==> src/design/tqla_pkg.sv <==
// Shared types and constants of the tabular Q-learning agent.
// Used by the controller, the datapath and the top level; no dependencies.
package tqla_pkg;

    localparam int VAL_W = 48;
    localparam int CNT_W = 32;
    localparam int REW_W = 32;

    // Iterative divider: unsigned dividend and divisor widths.
    localparam int DIV_NW = 57;
    localparam int DIV_DW = 33;

    localparam logic [1:0] MODE_CHOOSE = 2'd0;
    localparam logic [1:0] MODE_UPDATE = 2'd1;
    localparam logic [1:0] MODE_WRITE  = 2'd2;

    localparam logic [2:0] CFG_PLAYER  = 3'd0;
    localparam logic [2:0] CFG_ROWS    = 3'd1;
    localparam logic [2:0] CFG_COLS    = 3'd2;
    localparam logic [2:0] CFG_DISC    = 3'd3;
    localparam logic [2:0] CFG_OPT     = 3'd4;
    localparam logic [2:0] CFG_WARMUP  = 3'd5;

    // Datapath operations issued by the controller.
    localparam logic [4:0] OP_NOP        = 5'd0;
    localparam logic [4:0] OP_LOAD       = 5'd1;
    localparam logic [4:0] OP_EXPL_MUL   = 5'd2;
    localparam logic [4:0] OP_DIV_MOD    = 5'd3;
    localparam logic [4:0] OP_RES_EXPL   = 5'd4;
    localparam logic [4:0] OP_SCAN_RD    = 5'd5;
    localparam logic [4:0] OP_SCAN_CMP   = 5'd6;
    localparam logic [4:0] OP_RES_GREEDY = 5'd7;
    localparam logic [4:0] OP_PREP       = 5'd8;
    localparam logic [4:0] OP_MOD        = 5'd9;
    localparam logic [4:0] OP_DIV_FILL   = 5'd10;
    localparam logic [4:0] OP_FILL_SET   = 5'd11;
    localparam logic [4:0] OP_SWEEP_FILL = 5'd12;
    localparam logic [4:0] OP_SWEEP_CLR  = 5'd13;
    localparam logic [4:0] OP_RD_Q       = 5'd14;
    localparam logic [4:0] OP_MUL_LO     = 5'd15;
    localparam logic [4:0] OP_MUL_HI     = 5'd16;
    localparam logic [4:0] OP_DISC       = 5'd17;
    localparam logic [4:0] OP_DIFF       = 5'd18;
    localparam logic [4:0] OP_DIV_UPD    = 5'd19;
    localparam logic [4:0] OP_UPD_FIN    = 5'd20;
    localparam logic [4:0] OP_WR2        = 5'd21;
    localparam logic [4:0] OP_RES_ZERO   = 5'd22;

    typedef struct packed {
        logic [4:0] op;
    } cmd_t;

    typedef struct packed {
        logic [1:0] mode;
        logic       explore;
        logic       fill_needed;
        logic       last_valid;
        logic       scan_last;
        logic       sweep_last;
        logic       div_done;
    } status_t;

endpackage

==> src/design/tqla_ctrl.sv <==
// Sequencer of the Q-learning agent: walks each transaction through its steps.
// Depends on tqla_pkg for the command and status structs.
module tqla_ctrl
    import tqla_pkg::*;
(
    input  logic    clk,
    input  logic    rst_n,
    input  logic    start,
    input  status_t status,
    output cmd_t    cmd,
    output logic    busy
);

    localparam logic [4:0] ST_CLEAR      = 5'd0;
    localparam logic [4:0] ST_IDLE       = 5'd1;
    localparam logic [4:0] ST_DECODE     = 5'd2;
    localparam logic [4:0] ST_M0_MUL     = 5'd3;
    localparam logic [4:0] ST_M0_TEST    = 5'd4;
    localparam logic [4:0] ST_M0_DIVW    = 5'd5;
    localparam logic [4:0] ST_M0_RES_E   = 5'd6;
    localparam logic [4:0] ST_SCAN_RD    = 5'd7;
    localparam logic [4:0] ST_SCAN_CMP   = 5'd8;
    localparam logic [4:0] ST_M0_RES_G   = 5'd9;
    localparam logic [4:0] ST_M1_PREP    = 5'd10;
    localparam logic [4:0] ST_M1_MOD     = 5'd11;
    localparam logic [4:0] ST_FILL_START = 5'd12;
    localparam logic [4:0] ST_FILL_DIVW  = 5'd13;
    localparam logic [4:0] ST_FILL_SET   = 5'd14;
    localparam logic [4:0] ST_FILL_SWEEP = 5'd15;
    localparam logic [4:0] ST_RD_Q       = 5'd16;
    localparam logic [4:0] ST_MUL_LO     = 5'd17;
    localparam logic [4:0] ST_MUL_HI     = 5'd18;
    localparam logic [4:0] ST_DISC       = 5'd19;
    localparam logic [4:0] ST_DIFF       = 5'd20;
    localparam logic [4:0] ST_UPD_START  = 5'd21;
    localparam logic [4:0] ST_UPD_DIVW   = 5'd22;
    localparam logic [4:0] ST_UPD_FIN    = 5'd23;
    localparam logic [4:0] ST_M2         = 5'd24;
    localparam logic [4:0] ST_M3         = 5'd25;

    logic [4:0] state_reg;
    logic [4:0] state_next;
    logic [4:0] after_fill;

    assign after_fill = status.last_valid ? ST_SCAN_RD : ST_UPD_FIN;

    always_comb
    begin
        state_next = state_reg;
        cmd.op     = OP_NOP;
        unique case (state_reg)
            ST_CLEAR:
            begin
                cmd.op = OP_SWEEP_CLR;
                if (status.sweep_last)
                begin
                    state_next = ST_IDLE;
                end
            end
            ST_IDLE:
            begin
                if (start)
                begin
                    cmd.op     = OP_LOAD;
                    state_next = ST_DECODE;
                end
            end
            ST_DECODE:
            begin
                unique case (status.mode)
                    MODE_CHOOSE: state_next = ST_M0_MUL;
                    MODE_UPDATE: state_next = ST_M1_PREP;
                    MODE_WRITE:  state_next = ST_M2;
                    default:     state_next = ST_M3;
                endcase
            end
            ST_M0_MUL:
            begin
                cmd.op     = OP_EXPL_MUL;
                state_next = ST_M0_TEST;
            end
            ST_M0_TEST:
            begin
                if (status.explore)
                begin
                    cmd.op     = OP_DIV_MOD;
                    state_next = ST_M0_DIVW;
                end
                else
                begin
                    state_next = ST_SCAN_RD;
                end
            end
            ST_M0_DIVW:
            begin
                if (status.div_done)
                begin
                    state_next = ST_M0_RES_E;
                end
            end
            ST_M0_RES_E:
            begin
                cmd.op     = OP_RES_EXPL;
                state_next = ST_IDLE;
            end
            ST_SCAN_RD:
            begin
                cmd.op     = OP_SCAN_RD;
                state_next = ST_SCAN_CMP;
            end
            ST_SCAN_CMP:
            begin
                cmd.op = OP_SCAN_CMP;
                if (!status.scan_last)
                begin
                    state_next = ST_SCAN_RD;
                end
                else if (status.mode == MODE_CHOOSE)
                begin
                    state_next = ST_M0_RES_G;
                end
                else
                begin
                    state_next = ST_RD_Q;
                end
            end
            ST_M0_RES_G:
            begin
                cmd.op     = OP_RES_GREEDY;
                state_next = ST_IDLE;
            end
            ST_M1_PREP:
            begin
                cmd.op     = OP_PREP;
                state_next = ST_M1_MOD;
            end
            ST_M1_MOD:
            begin
                cmd.op     = OP_MOD;
                state_next = status.fill_needed ? ST_FILL_START : after_fill;
            end
            ST_FILL_START:
            begin
                cmd.op     = OP_DIV_FILL;
                state_next = ST_FILL_DIVW;
            end
            ST_FILL_DIVW:
            begin
                if (status.div_done)
                begin
                    state_next = ST_FILL_SET;
                end
            end
            ST_FILL_SET:
            begin
                cmd.op     = OP_FILL_SET;
                state_next = ST_FILL_SWEEP;
            end
            ST_FILL_SWEEP:
            begin
                cmd.op = OP_SWEEP_FILL;
                if (status.sweep_last)
                begin
                    state_next = after_fill;
                end
            end
            ST_RD_Q:
            begin
                cmd.op     = OP_RD_Q;
                state_next = ST_MUL_LO;
            end
            ST_MUL_LO:
            begin
                cmd.op     = OP_MUL_LO;
                state_next = ST_MUL_HI;
            end
            ST_MUL_HI:
            begin
                cmd.op     = OP_MUL_HI;
                state_next = ST_DISC;
            end
            ST_DISC:
            begin
                cmd.op     = OP_DISC;
                state_next = ST_DIFF;
            end
            ST_DIFF:
            begin
                cmd.op     = OP_DIFF;
                state_next = ST_UPD_START;
            end
            ST_UPD_START:
            begin
                cmd.op     = OP_DIV_UPD;
                state_next = ST_UPD_DIVW;
            end
            ST_UPD_DIVW:
            begin
                if (status.div_done)
                begin
                    state_next = ST_UPD_FIN;
                end
            end
            ST_UPD_FIN:
            begin
                cmd.op     = OP_UPD_FIN;
                state_next = ST_IDLE;
            end
            ST_M2:
            begin
                cmd.op     = OP_WR2;
                state_next = ST_IDLE;
            end
            ST_M3:
            begin
                cmd.op     = OP_RES_ZERO;
                state_next = ST_IDLE;
            end
            default:
            begin
                state_next = ST_IDLE;
            end
        endcase
    end

    always_ff @(posedge clk or negedge rst_n)
    begin
        if (!rst_n)
        begin
            state_reg <= ST_CLEAR;
        end
        else
        begin
            state_reg <= state_next;
        end
    end

    assign busy = (state_reg != ST_IDLE);

endmodule

==> config.mk <==
export PLATFORM = sky130hd
export DESIGN_NAME = tqla_ctrl
export DESIGN_NICKNAME = d
export VERILOG_FILES = /design/src/design/tqla_pkg.sv /design/src/design/tqla_ctrl.sv
export SDC_FILE = /design/constraint.sdc
export NUM_CORES = 1
export LEC_CHECK = 0
export ABC_AREA = 1
export BUFFER_PORTS_ARGS = -buffer_cell sky130_fd_sc_hd__buf_4
export CAP_MARGIN = 5
export CORE_UTILIZATION = 55
export DETAILED_ROUTE_END_ITERATION = 16
export GPL_TIMING_DRIVEN = 0
export PLACE_DENSITY_LB_ADDON = 0.1
export SYNTH_ARGS = -nofsm -noshare
export SYNTH_HDL_FRONTEND = slang
export SYNTH_SLANG_ARGS = --single-unit
==> constraint.sdc <==
create_clock -name clk -period 1.8 [get_ports clk]
set_clock_uncertainty 0.05 [all_clocks]
set_input_delay 0.36 -clock clk [delete_from_list [all_inputs] [get_ports clk]]
set_output_delay 0.36 -clock clk [all_outputs]
set_load 0.03 [all_outputs]
==> run metrics, run 1 <==
Synth Net Count=around 190; post-synthesis sequential area ratio=between 10% and 20%; root buffer cell=clkbuf_4; Mapped Area=approximately 930 sq um; CTS H-tree depth=1; cell row count=14; FF+latch count, synth=5; Syn. warnings=0; area share of the largest cell type after synthesis=between 20% and 30%; PortBufs=16; syn_area_per_cell=5.44 sq um; ranking of synthesized cells by area=nand2_1, dfrtp_1, nor2_1; pin count of the biggest net entering global routing=11; chip width=43.1 microns; clock buffer depth=2; area leader, netlist=nand2_1; Mapped Cells=between 150 and 200; global placement routability congestion=0.962; Starting Density=60.3%; worst endpoint after global-route timing repair=cmd[4]; post-DP HPWL=2.14 mm; TritonCTS Buffers=3; io pins=17; kind of the worst endpoint=top-level output; Netlist cell types=27; Setup WS pre-CTS=-102 ps; Die Ht=43.1 microns; last stage reached=global routing; Placed Area=~0.0011 sq mm; outcome=did not finish; Err=[ERROR DPL-0038] Utilization greater than 100%, impossible to legalize; Sink Count=5
## Yosys cell counts
cell type / number
a21oi_1: 8
a221oi_1: 1
a31oi_1: 1
buf_2: 3
buf_6: 1
dfrtp_1: 5
ha_1: 4
inv_1: 16
inv_2: 2
nand2_1: 51
nand2_2: 2
nand2b_2: 1
nand3_1: 19
nand3_2: 1
nand4_1: 7
nor2_1: 27
nor2_2: 4
nor2_4: 1
nor3_1: 3
nor3_2: 1
o211ai_1: 1
o21ai_0: 6
o21bai_1: 2
o31ai_1: 1
or2_0: 1
or2_2: 1
or3b_1: 1
## logic make-up after synthesis
group	share of synthesized area, %
AOI/OAI and AO/OA	12.4
and+or+nand+nor	58.7
buffers and inverters	10.1
adders and majority gates	5.38
DFF	13.5
## per-stage QoR
| step | std cells | utilization [%] |
|---|---|---|
| 2_1_floorplan | 171 | - |
| 3_3_place_gp | 203 | 69.4 |
| 3_5_place_dp | 203 | 69.4 |
| 4_1_cts | 223 | 87.7 |
## what timing repair did
item                                    CTS
endpoints found under the setup margin    6
hold buffers                              1
pin swaps                                 7
setup buffers                            15
hold endpoints to repair                  5
resized for setup                        44
==> inputs of run 2 (changes only) <==
Settings changed: CORE_AREA from default to 2 2 63 65, CORE_UTILIZATION 55 to default, DIE_AREA from default to 0 0 65 67, PLACE_DENSITY_LB_ADDON 0.1 to 0.15.
==> run 2 against run 1 <==
  * The flow now finishes, with violations (setup timing)
  * Synthesized cell count unchanged
  * Synthesized area unchanged
==> run metrics, run 2 <==
final instance area=0.00168 sq mm; fin. max-slew vios=0; CP required=1390 ps; Worst-Margin Slew=280 ps; ranking of synthesized cells by area=nand2_1, dfrtp_1, nor2_1; ANT nets after route=0; RSZ-0062 raised after global routing=true; syn_area_per_cell=5.44 sq um; Post-synth EDFFs=0; # DRC=0; Starting Density=25.8%; top_reg_cell synth=dfrtp_1; post-synthesis sequential area ratio=13.5%; clock buffer depth=2; total track usage=17.4%; TritonCTS Buffers=3; Max VDD drop=0.530 mV; leak pwr=0.874 nW; pin count of the biggest net entering global routing=11; Critical Path Slowest Stage Cell=dfrtp_2; clk_lat worst skew=approximately 220 ps; CTS H-tree depth=1; leading cell type in the layout, fill and taps excluded=nand2_1; Initial DRT Pass Iterations=4; chip width=65 microns; WL/cell=around 14 microns; CP Launch Type=flop; Placed Area=about 0.0011 sq mm; post-DP HPWL=2.55 mm; Worst Setup EP=cmd[2]; 1st-iter DRT viols=64; top cells by count, synth=nand2_1, nor2_1, nand3_1; max reg flops=5; nets=237; failing checks=setup timing; most used cell, CP=nand2_2; Hold Path Class=in2reg; drt total wl=3.86 mm; PortBufs=16; Switch Pwr=around 1.5 mW; Die Ht=around 67 microns; CTS tree=yes; final hold vios=0; Syn. warnings=0; WS Path Type=reg2out; Via-to-Cell Ratio=5.04; crit-path max cell delay=510 ps; Mapped Cells=171; area share of the largest cell type after synthesis=20.6%; outcome=complete, but fails checks; Net Sw Frac=53.5%; cell row count=22; WP data arrival=1610 ps; CP delay by family, top=flip-flops; CP bufs+invs=2; Tmin final=2020 ps; die area=0.00436 sq mm; Sink Count=5; area leader, netlist=nand2_1; Netlist cell types=27; first-pass GRT wire length=5.87 mm; PD cells=1720 mW/mm^2; global placement routability congestion=0.918; Setup crit start=state_reg[0]$_DFFE_PN0P_; final worst path period share=112%; CP Max Fanout=6; Comb power frac=83.0%; Area Growth Syn to Fin=81.0%; FMAX=494 MHz; root buffer cell=clkbuf_8; vias in the first global route=1296; layout cells sized above 1=between 40% and 50%; Post-synth ARST share=100%; via count=1356; Worst R2R Setup Slack=-70 ps; CP Cell Sequence=inv_4, nand2_2, nor2_2, nand2_2, nand2_1, a21oi_1, nand4_1, buf_6; initial antenna violation count=0; Antenna diodes=0; clock-pin slew on the worst setup and hold paths=about 30 ps; max-cap viol count=0; reg-to-reg endpoint=state_reg[0]$_DFFE_PN0P_; core area=0.00361 sq mm; R2R Path Start=state_reg[1]$_DFFE_PN0P_; final setup fails=7; Mapped Area=930 sq um; FF+latch count, synth=5; Rel. slew slack=approximately four fifths; total internal power=between 1 and 1.5 mW; most frequent cell after synthesis=nand2_1; Seq pwr share=9.8%; Clk pwr share=7.2%; total grt overflow=0; critical path depth in cells=8; Worst Setup End Kind=output port; io pins=17; most frequent cells in the layout=nand2_1, buf_4, nand3_1; TNS Setup=-1130 ps; Hold Crit Start=status[0]; worst r2r path cells=15; Synth Net Count=186; setup slack after layout=-223 ps
[run 2: what timing repair did]
action / CTS / global route
pin swaps: 16 / 18
gates cloned: 0 / 0
gates resized for setup: 54 / 34
endpoints found under the hold margin: 5 / 0
setup buffers: 19 / 11
setup endpoints to repair: 7 / 10
hold buffers: 1 / 0
[run 2: layout make-up]
type                    instances  area, sq um
repair buffers                 46          389
inverters                      18         82.6
fillers                       398         1920
multi-input cells             144          927
plain buffers                   4         50.0
clock buffers                   4         45.0
flip-flops and latches          5          129
well taps                      48         60.1
[run 2: cell families after synthesis]
logic type	share of synthesized area (%)
DFF	13.5
adders and majority gates	5.38
and+or+nand+nor	58.7
buffers and inverters	10.1
AOI/OAI and AO/OA	12.4
[run 2: worst min path at each step]
stage | to | depth (start not counted)
3_5_place_dp | state_reg[0]$_DFFE_PN0P_ | 1
3_3_place_gp | state_reg[3]$_DFFE_PN0P_ | 1
2_1_floorplan | state_reg[0]$_DFFE_PN0P_ | 0
4_1_cts | state_reg[4]$_DFFE_PN0P_ | 3
6_report | state_reg[4]$_DFFE_PN0P_ | 3
5_1_grt | state_reg[4]$_DFFE_PN0P_ | 3
[run 2: power by group through the flow]
| stage | Sequential, mW | Clock, mW | Combinational, mW |
|---|---|---|---|
| final | 0.284 | 0.209 | 2.40 |
| after global routing | 0.294 | 0.223 | 2.59 |
| after CTS | 0.274 | 0.214 | 2.02 |
| after detailed placement | 0.228 | 0 | 1.52 |
| after global placement | 0.230 | 0 | 1.52 |
| after floorplan | 0.213 | 0 | 1.08 |
[run 2: layer usage]
layer  vias up  GRT usage (%)  routed length [microns]
li1        663              -                        -
met2        38           31.6                     1940
met3        10           2.70                      174
met5         -              0                        0
met1       645           21.2                     1660
met4         0           4.79                       88
[run 2: worst min-delay path, cell delays in order]
cell     delay, ps
buf_4           90
or2_2           90
nand2_1         40
[run 2: stage by stage]
stage	hold WS, ps	instances	power, mW	utilization, %	setup slack [ps]
2_1_floorplan	14.4	171	1.29	-	43.3
3_3_place_gp	114	235	1.75	30.8	-145
3_5_place_dp	116	235	1.74	30.8	-115
4_1_cts	346	259	2.51	40.8	-183
5_1_grt	354	269	3.11	46.7	-350
6_report	350	269	2.89	46.7	-223
(Power assumes the default switching activity.)
